## config.mk

```make
export PLATFORM = sky130hd
export DESIGN_NAME = watchdog_timer_with_timed_sequence
export DESIGN_NICKNAME = d
export VERILOG_FILES = /design/src/design/wdt_pkg.sv /design/src/design/watchdog_timer_with_timed_sequence.sv
export SDC_FILE = /design/constraint.sdc
export NUM_CORES = 1
export LEC_CHECK = 0
export BUFFER_PORTS_ARGS = -buffer_cell sky130_fd_sc_hd__buf_2
export CAP_MARGIN = 20
export CELL_PAD_IN_SITES_DETAIL_PLACEMENT = 1
export CELL_PAD_IN_SITES_GLOBAL_PLACEMENT = 1
export CORE_UTILIZATION = 32
export DETAILED_ROUTE_END_ITERATION = 7
export GPL_TIMING_DRIVEN = 0
export PLACE_DENSITY_LB_ADDON = 0.1
export SLEW_MARGIN = 25
export SYNTH_ARGS = -nofsm -noshare
export SYNTH_HDL_FRONTEND = slang
export SYNTH_SLANG_ARGS = --single-unit
```

## constraint.sdc

```tcl
create_clock -name clk -period 4.2 [get_ports clk]
set_input_delay 0 -clock clk [delete_from_list [all_inputs] [get_ports clk]]
set_output_delay 0 -clock clk [all_outputs]
set_load 0.1 [all_outputs]
```

## src/design/wdt_pkg.sv

```systemverilog
`default_nettype none

package wdt_pkg;

    // configuration register indexes
    localparam int CFG_INDEX_W = 2;
    typedef enum logic [CFG_INDEX_W-1:0] {
        REG_ALWAYS_ON    = 2'd0,
        REG_SYS_PRESCALE = 2'd1
    } cfg_reg_t;

    localparam int CFG_DATA_W = 8;

    // control byte layout
    localparam int CTL_W     = 8;
    localparam int SEL_W     = 3;
    localparam int EN_POS    = 3;
    localparam int CE_POS    = 4;

    // timed change window
    localparam int WIN_W = 3;
    localparam logic [WIN_W-1:0] WINDOW_TICKS = 3'd4;

    // counters
    localparam int FAST_W = 8;
    localparam int SLOW_W = 22;
    localparam logic [SLOW_W-1:0] BASE_TIMEOUT = 22'(16 * 1024);
    localparam logic [SLOW_W-1:0] MAX_TIMEOUT  = 22'(2048 * 1024);

    localparam logic [FAST_W-1:0] SYS_PRESCALE_RESET = 8'd1;

endpackage : wdt_pkg

`default_nettype wire

```

## src/design/watchdog_timer_with_timed_sequence.sv

```systemverilog
`default_nettype none

// watchdog timer with a timed change sequence. one input beat is one system
// tick carrying the control byte (bits 2..0 prescale select, bit 3 enable,
// bit 4 change enable) and a flag for a software write in that tick; each
// beat yields exactly one result beat (timeout pulse, clear-change-enable
// request, running flag). a beat is accepted whenever the input is ready: the whole tick is
// evaluated combinationally from the input and the state registers, and the
// result lands in an output register in the next cycle, so the input side keeps
// accepting while the result register drains. throughput is one beat per
// clock unless stalled; the only limit is the output register, which
// stalls the input only while a result is held and not taken. the timeout is
// (sys_prescale + 1) system ticks per oscillator tick times
// (16K << prescale select) + 1 oscillator ticks. configuration writes are
// taken in any cycle and must only be issued while no result is pending.
module watchdog_timer_with_timed_sequence
    import wdt_pkg::*;
(
    input  wire logic                   clk,
    input  wire logic                   rst_n,

    // configuration write port
    input  wire logic                   cfg_write_en,
    input  wire logic [CFG_INDEX_W-1:0] cfg_index,
    input  wire logic [CFG_DATA_W-1:0]  cfg_data,

    // tick input channel
    input  wire logic                   item_valid,
    output logic                        item_ready,
    input  wire logic [CTL_W-1:0]       control_value,
    input  wire logic                   control_written,

    // result channel
    output logic                        result_valid,
    input  wire logic                   result_ready,
    output logic                        watchdog_reset,
    output logic                        clear_change_enable,
    output logic                        running
);

    // configuration registers
    logic                    always_on_reg;
    logic [FAST_W-1:0]       sys_prescale_reg;

    // watchdog state
    logic                    enabled_reg,      enabled_next;
    logic [WIN_W-1:0]        window_left_reg,  window_left_next;
    logic [FAST_W-1:0]       fast_count_reg,   fast_count_next;
    logic [SLOW_W-1:0]       slow_count_reg,   slow_count_next;
    logic [SEL_W-1:0]        sel_reg,          sel_next;
    logic [CTL_W-1:0]        prev_ctl_reg,     prev_ctl_next;

    // result register
    logic                    result_valid_reg;
    logic                    wdreset_reg,      wdreset_next;
    logic                    clear_ce_reg,     clear_ce_next;
    logic                    running_reg,      running_next;

    logic                    accept;
    logic [SLOW_W-1:0]       limit;

    // input is free whenever the result register is empty or draining
    assign item_ready = !result_valid_reg || result_ready;
    assign accept     = item_valid && item_ready;

    // one system tick, in order: start check, window check, window open, count, remember byte
    always_comb
    begin
        logic en;
        logic ce;

        en = control_value[EN_POS];
        ce = control_value[CE_POS];

        enabled_next     = enabled_reg;
        window_left_next = window_left_reg;
        fast_count_next  = fast_count_reg;
        slow_count_next  = slow_count_reg;
        sel_next         = sel_reg;
        wdreset_next     = 1'b0;
        clear_ce_next    = 1'b0;

        // start on a change of the byte that sets enable
        if (!always_on_reg && !enabled_reg && (control_value != prev_ctl_reg) && en)
        begin
            enabled_next    = 1'b1;
            fast_count_next = '0;
            slow_count_next = '0;
        end

        // open window: change-enable seen clear applies the new setting
        if (window_left_reg != '0)
        begin
            if (!ce)
            begin
                if (!en)
                begin
                    enabled_next    = 1'b0;
                    fast_count_next = '0;
                    slow_count_next = '0;
                end
                sel_next         = control_value[SEL_W-1:0];
                window_left_next = '0;
            end
            else
            begin
                window_left_next = window_left_reg - 1'b1;
                if (window_left_next == '0)
                begin
                    clear_ce_next = 1'b1;
                end
            end
        end

        // a write with change-enable and enable opens a new window
        if (control_written && ce && en)
        begin
            window_left_next = WINDOW_TICKS;
        end

        // prescaled counting toward the timeout
        limit = BASE_TIMEOUT << sel_next;
        if (always_on_reg || enabled_next)
        begin
            if (fast_count_next < sys_prescale_reg)
            begin
                fast_count_next = fast_count_next + 1'b1;
            end
            else
            begin
                if (slow_count_next < limit)
                begin
                    slow_count_next = slow_count_next + 1'b1;
                end
                else
                begin
                    wdreset_next    = 1'b1;
                    slow_count_next = '0;
                    enabled_next    = 1'b0;
                end
                fast_count_next = '0;
            end
        end

        // remember the byte, with change-enable dropped when the window expired
        prev_ctl_next = control_value;
        if (clear_ce_next)
        begin
            prev_ctl_next[CE_POS] = 1'b0;
        end

        running_next = always_on_reg || enabled_next;
    end

    // state and configuration
    always_ff @(posedge clk or negedge rst_n)
    begin
        if (!rst_n)
        begin
            always_on_reg    <= 1'b0;
            sys_prescale_reg <= SYS_PRESCALE_RESET;
            enabled_reg      <= 1'b0;
            window_left_reg  <= '0;
            fast_count_reg   <= '0;
            slow_count_reg   <= '0;
            sel_reg          <= '0;
            prev_ctl_reg     <= '0;
        end
        else
        begin
            if (accept)
            begin
                window_left_reg <= window_left_next;
                fast_count_reg  <= fast_count_next;
                slow_count_reg  <= slow_count_next;
                sel_reg         <= sel_next;
                prev_ctl_reg    <= prev_ctl_next;
            end
            // fuse write also forces the enable state
            if (cfg_write_en && (cfg_index == REG_ALWAYS_ON))
            begin
                enabled_reg <= cfg_data[0];
            end
            else if (accept)
            begin
                enabled_reg <= enabled_next;
            end
            if (cfg_write_en)
            begin
                case (cfg_index)
                    REG_ALWAYS_ON:
                    begin
                        always_on_reg <= cfg_data[0];
                    end
                    REG_SYS_PRESCALE:
                    begin
                        sys_prescale_reg <= cfg_data;
                    end
                    default:
                    begin
                    end
                endcase
            end
        end
    end

    // result register
    always_ff @(posedge clk or negedge rst_n)
    begin
        if (!rst_n)
        begin
            result_valid_reg <= 1'b0;
        end
        else if (item_ready)
        begin
            result_valid_reg <= item_valid;
        end
    end

    always_ff @(posedge clk)
    begin
        if (accept)
        begin
            wdreset_reg  <= wdreset_next;
            clear_ce_reg <= clear_ce_next;
            running_reg  <= running_next;
        end
    end

    assign result_valid        = result_valid_reg;
    assign watchdog_reset      = wdreset_reg;
    assign clear_change_enable = clear_ce_reg;
    assign running             = running_reg;

    // window never reloads past its length
    assert property (@(posedge clk) disable iff (!rst_n)
        window_left_reg <= WINDOW_TICKS)
    else $error("window counter out of range");

    // slow count never passes the longest timeout
    assert property (@(posedge clk) disable iff (!rst_n)
        slow_count_reg <= MAX_TIMEOUT)
    else $error("slow count out of range");

    // every accepted tick produces a result beat
    assert property (@(posedge clk) disable iff (!rst_n)
        accept |=> result_valid_reg)
    else $error("accepted tick lost its result");

    // a timeout stops the watchdog unless the fuse holds it on
    assert property (@(posedge clk) disable iff (!rst_n)
        accept && wdreset_next && !always_on_reg |=> !running_reg && !enabled_reg)
    else $error("watchdog still running after timeout");

endmodule : watchdog_timer_with_timed_sequence

`default_nettype wire
```

* After elaboration in Yosys (flattened, before gate mapping)
Index checks and enable logic that the tools add are counted.
** Storage, ports and cells
- Flip-flop bits (word level) :: 58
- Output and inout port bits :: 5
- Word-level logic and storage cells :: 75
- Input port bits :: 24
** Operators by class
- $lt $le $gt $ge :: 2
- Bitwise logic cells :: 1
- $add $sub $neg :: 3
- Eq/ne operators :: 2
- Reduce and logical (&&, ||, !) cells :: 22
- Multiplexer cells :: 32
- Shift-type cells :: 1
** Operators by type and width (count)
- 22-bit two-way mux :: 7
- 8-bit two-way mux :: 6
- 22-bit by 1-bit adder with 22-bit output, second input constant :: 1
- 22-bit less-than comparator :: 1
- 15-bit by 3-bit << shifter with 22-bit output, first input constant :: 1
- 3-bit two-way mux :: 5
- 1-bit two-way mux :: 14
- 8-bit by 1-bit adder with 8-bit output, second input constant :: 1
- 8-bit less-than comparator :: 1
- 8-bit != test :: 1
- 1-bit logical AND :: 7
- 2-bit AND reduction :: 3
- 2-bit nonzero test :: 2
- 1-bit zero test :: 3
- 3-bit zero test :: 1
- 1-bit logical OR :: 3
- 3-bit nonzero test :: 1
- 3-bit by 1-bit subtractor with 3-bit output, second input constant :: 1
- 2-bit by 1-bit == test with 1-bit output, second input constant :: 1
- 2-bit zero test :: 1
- 2-bit OR reduction :: 1
- 1-bit inverter :: 1

* Logic depth before layout (Yosys ltp)
- Word-level depth :: 14
- Gate-level depth with buffers :: 17
- Gate-level depth less buffers :: 15

* Worst setup path after synthesis
Ideal clock, no wire load.
- Path type :: register to register
- Start point :: reg prev_ctl_reg[2]
- End point :: reg fast_count_reg[6]
- Buffers on the path :: 3
- Slack :: 0.397 ns
- Stages on the path, launching flop included :: 17
- Setup time :: 0.079 ns
- Required time :: 4.121 ns
- Arrival :: 3.723 ns
- Period minus slack after synthesis :: 3.803 ns
- Cells stage by stage :: dfrtp_1 xor2_1 nor4_2 a21oi_1 nor2_1 clkbuf_1 clkbuf_1 and2_1 ha_1 a21oi_1 o21ai_0 a2111oi_4 a21o_1 buf_6 nor2_4 or4_1 mux2i_1
** Between the ends
- Cells in the longest elaborated chain, start to end :: 10
- Elaborated cells between the ends (all ways) :: 16
- Classes of those cells :: 1 x add/sub; 1 x order compare; 1 x eq/ne; 10 x mux; 3 x reduce/logical
** Ends and longest elaborated chain
- from (decl) :: RTL line watchdog_timer_with_timed_sequence.sv:51 : logic [CTL_W-1:0] prev_ctl_reg, prev_ctl_next;
- from (signal assigned) :: RTL line watchdog_timer_with_timed_sequence.sv:177 : prev_ctl_reg <= prev_ctl_next;
- 8-bit != test * :: RTL line watchdog_timer_with_timed_sequence.sv:84 : if (!always_on_reg && !enabled_reg && (control_value != prev_ctl_reg) && en)
- 1-bit logical AND * (2 in series) :: RTL line watchdog_timer_with_timed_sequence.sv:84
- 8-bit two-way mux :: RTL line watchdog_timer_with_timed_sequence.sv:84
- 8-bit two-way mux :: RTL line watchdog_timer_with_timed_sequence.sv:96 : if (!en)
- 8-bit two-way mux :: RTL line watchdog_timer_with_timed_sequence.sv:94 : if (!ce)
- 8-bit two-way mux :: RTL line watchdog_timer_with_timed_sequence.sv:92 : if (window_left_reg != '0)
- 8-bit by 1-bit adder with 8-bit output / 8-bit less-than comparator (equally long branches) :: RTL line watchdog_timer_with_timed_sequence.sv:127, watchdog_timer_with_timed_sequence.sv:125
- 8-bit two-way mux :: RTL line watchdog_timer_with_timed_sequence.sv:125 : if (fast_count_next < sys_prescale_reg)
- 8-bit two-way mux * :: RTL line watchdog_timer_with_timed_sequence.sv:123 : if (always_on_reg || enabled_next)
- to (signal assigned) :: RTL line watchdog_timer_with_timed_sequence.sv:174 : fast_count_reg <= fast_count_next;
- to (decl) :: RTL line watchdog_timer_with_timed_sequence.sv:48 : logic [FAST_W-1:0] fast_count_reg, fast_count_next;
Mark *: on every way between the ends. The rest lies on a longest branch, timed or not.
A chain may end at the register's enable or synchronous reset.

* Worst setup path after layout
- Start point :: reg prev_ctl_reg[4]
- End point :: reg slow_count_reg[15]
** Between the ends
- Cells in the longest elaborated chain, start to end :: 11
- Elaborated cells between the ends (all ways) :: 22
- Classes of those cells :: 1 x add/sub; 2 x order compare; 1 x eq/ne; 15 x mux; 3 x reduce/logical
** Ends and longest elaborated chain
- 8-bit != test * :: RTL line watchdog_timer_with_timed_sequence.sv:84
- 1-bit logical AND * (2 in series) :: RTL line watchdog_timer_with_timed_sequence.sv:84
- 22-bit two-way mux :: RTL line watchdog_timer_with_timed_sequence.sv:84
- 22-bit two-way mux :: RTL line watchdog_timer_with_timed_sequence.sv:96
- 22-bit two-way mux :: RTL line watchdog_timer_with_timed_sequence.sv:94
- 22-bit two-way mux :: RTL line watchdog_timer_with_timed_sequence.sv:92
- 22-bit by 1-bit adder with 22-bit output / 22-bit less-than comparator (equally long branches) :: RTL line watchdog_timer_with_timed_sequence.sv:133, watchdog_timer_with_timed_sequence.sv:131
- 22-bit two-way mux :: RTL line watchdog_timer_with_timed_sequence.sv:131 : if (slow_count_next < limit)
- 22-bit two-way mux :: RTL line watchdog_timer_with_timed_sequence.sv:125
- 22-bit two-way mux * :: RTL line watchdog_timer_with_timed_sequence.sv:123
- to (signal assigned) :: RTL line watchdog_timer_with_timed_sequence.sv:175 : slow_count_reg <= slow_count_next;
- to (decl) :: RTL line watchdog_timer_with_timed_sequence.sv:49 : logic [SLOW_W-1:0] slow_count_reg, slow_count_next;
Marked as above.

==> flow_metrics.py <==
metrics = {
    "sta": {
        "fin_crit_ns": 3.97,
        "finalHoldViolCount": 0,
        "fmax_mhz": 252,
        "slew_headroom": 0.479,
        "tightest_slew_ns": 0.781,
        "final.period_utilization": 0.946,
        "slew_viol_final": 0,
        "setup_viol": 0,
        "fin_setup_tns_ns": 0,
        "fin_worst_skew_ns": 0.00681,
    },
    "yosys": {
        "synth_area_um2": 3950,
        "yosysWarnings": 0,
        "ys_types": 61,
        "synth.top_cell.area_share": 0.342,
        "synth_area_leader_cell": "dfrtp_1",
        "avgSynthCellArea_um2": 8.76,
        "synth-async-reset-ratio": 0.948,
        "ys_seq_area_frac": 0.371,
        "synth_area_leaders": "dfrtp_1 (34%), ha_1 (6.3%), nand2_1 (6.3%), o21ai_0 (4.8%), nand3_1 (3.5%)",
        "synth_flop_cell": "dfrtp_1",
        "synthMostInstantiatedCell": "nand2_1",
        "synth_edf_count": 3,
        "netlist_top_cells_count": "nand2_1 (66), dfrtp_1 (54), o21ai_0 (38)",
        "synth_fp_nets": 495,
        "ys_seq_elements": 58,
        "synth_cells": 451,
    },
    "run_status": {
        "status": "finished clean",
    },
    "routing": {
        "via_count": 3763,
        "vias_per_cell": 5.56,
        "drtAntennaViolNets": 0,
        "drt_iter0_drc": 168,
        "wl_per_cell_um": 19.3,
        "drc": 0,
        "drtPass1Iterations": 4,
        "routed_wl_mm": 13.1,
    },
    "clock_tree": {
        "htreeDepth": 3,
        "cts_sinks": 58,
        "clk_latency_ns": 0.34,
        "clk_pin_slew_ns": 0.05,
        "cts_root_buffer": "clkbuf_16",
        "clockBufferDepth": 2,
        "numCtsBuffers": 9,
        "cts_tree": "done",
    },
    "cells_and_area": {
        "fin_nets": 569,
        "largest_register_ffs": 22,
        "postLayoutCellArea_um2": 5000,
        "antenna_cells": 0,
        "synthToLayoutAreaGrowth_pct": 26.4,
        "final_layout_size_suffix_gt1_frac": 0.183,
    },
    "setup_path": {
        "r2r_slack_ns": 0.23,
        "critical_path_required_ns": 4.44,
        "crit_family": "compound AO/OA/AOI/OAI gates",
        "cp_slowest_cell": "dfrtp_1",
        "critPathMaxFanout": 10,
        "cp_slowest_stage_delay_ns": 0.39,
        "cp_cell_sequence": "xor2_1, and4bb_1, a21oi_4, nor2_4, buf_4, nand2_1, inv_1, ha_1, a21o_1, a211o_1, o221ai_4, nand2_2, a31oi_4, nand2_1, o311ai_1",
        "crit_path_end_kind": "register",
        "path_common_cell": "nand2_1",
        "path_class": "register to register",
        "arrival_ns": 4.22,
        "r2r_end": "slow_count_reg[15]",
        "reg2reg_from": "prev_ctl_reg[4]",
        "start_kind": "register",
        "r2r_cells": 15,
        "worst-path-buf-inv": 2,
    },
    "placed_design": {
        "place.gp.congestion": 0.800,
        "placed_area_um2": 4290,
        "io_buffers": 26,
        "dpl.hpwl_mm": 9.22,
    },
    "power": {
        "peakVddDrop_v": 0.000163,
        "combPwrFrac": 0.455,
        "pwr-share-clk": 0.264,
        "cellPowerDensity_nw_per_um2": 526,
        "p_leak_nw": 2.13,
        "seqPwrFrac": 0.281,
        "intPower_mw": 1.54,
        "p_sw_mw": 1.09,
        "sw_frac_of_total": 0.415,
    },
    "grt": {
        "antenna_found_initial": 0,
        "grt_pass1_vias": 4056,
        "grt_start_max_net_pins": 31,
        "gr-total-overflow": 0,
        "grt.total_usage": 0.223,
        "grt_pass1_wl_mm": 21.8,
    },
    "worst_hold_path": {
        "min_from": "control_value[3]",
        "whs_endpoint": "prev_ctl_reg[3]",
        "hold_path.class": "input pin to register",
        "whs_path_depth": 3,
    },
    "floorplan": {
        "fp.dieH_um": 113,
        "initial_utilization": 0.329,
        "dieArea_um2": 12800,
        "core_um2": 12000,
        "ioPinCount": 29,
        "rows": 40,
        "die_w_um": 113,
    },
    "flow_run": {
        "max_cap_violations": 0,
    },
}
[through the flow]
step	worst slack (ns)	power, mW	hold WS (ns)	util	std cells
2_1_floorplan	0.397	1.45	-0.296	-	451
3_3_place_gp	-1.28	1.73	0.207	0.355	624
3_5_place_dp	-1.32	1.77	-0.0385	0.357	625
4_1_cts	0.00361	2.60	0.00608	0.410	668
5_1_grt	-0.0155	2.80	0.0559	0.416	677
6_report	0.225	2.63	0.0147	0.416	677
[routing by layer]
layer | vias to the layer above | track usage | routed length [um]
li1 | 1807 | - | -
met1 | 1856 | 0.298 | 6240
met2 | 76 | 0.352 | 6010
met3 | 24 | 0.0348 | 466
met4 | 0 | 0.109 | 340
met5 | - | 0 | 0
[power groups by stage]
stage	registers, mW	clock network, mW	logic, mW
floorplan	0.746	0	0.702
global placement	0.737	0	0.998
detailed placement	0.742	0	1.03
CTS	0.739	0.709	1.15
global route	0.758	0.726	1.32
finish	0.740	0.693	1.20
[cells in the final DEF (no fill, tap or decap), types with 4 or more instances in the layout]
cell,instances
o21ai_0,35
nand4_1,10
or4_1,5
ha_1,20
nor3_1,7
a21oi_1,13
clkbuf_1,11
mux2_2,10
o21ai_1,6
a31oi_1,8
and2_1,19
dlygate4sd3_1,21
nor2_1,24
dfrtp_1,54
o31ai_1,9
nand2b_1,5
buf_4,19
and3_1,9
buf_2,28
clkbuf_16,9
nand3_1,28
inv_1,18
nand2_1,65
o211ai_1,7
a211oi_1,4
a32o_1,4
xor2_1,7
[worst max-delay path by stage]
stage	from	end	slack, ns	cells past startpoint
after global placement	prev_ctl_reg[1]	slow_count_reg[13]	-1.28	14
after global routing	window_left_reg[0]	slow_count_reg[7]	-0.02	18
after floorplan	prev_ctl_reg[2]	fast_count_reg[6]	0.40	16
final	prev_ctl_reg[4]	slow_count_reg[15]	0.23	15
after CTS	prev_ctl_reg[4]	slow_count_reg[15]	0.004	16
after detailed placement	prev_ctl_reg[2]	slow_count_reg[13]	-1.32	14
[area by class of cell]
cell class	instances	area, um^2
plain buffers	20	121
clock buffers	16	272
fillers	1409	7010
inverters	19	71.3
multi-input cells	354	2410
flip-flops and latches	58	1470
well taps	147	184
repair buffers	63	475
[cells by family after synthesis]
logic type,synth area share
fa+ha+maj,0.0633
flops,0.371
buf+inv,0.0456
mux,0.0412
compound gates,0.204
xor+xnor,0.0177
simple gates,0.257
[worst register-to-register path: cells and delay by family, from the launching register on]
kind,cells,cell delay [ns]
AND/OR/NAND/NOR,5,0.93
adder cells (fa/ha/maj),1,0.31
AO/OA/AOI/OAI,6,1.73
XOR/XNOR,1,0.24
buffers and inverters,2,0.27
flip-flops,1,0.39
[what timing repair did]
| action | 4_1_cts | 5_1_grt |
|---|---|---|
| buffers inserted | 6 | 9 |
| hold buffers | 21 | 0 |
| endpoints found under the setup margin | 33 | 27 |
| resized for setup | 24 | 8 |
| endpoints found under the hold margin | 74 | 0 |
| pin swaps | 3 | 7 |
Power figures use the tool's default switching activity.
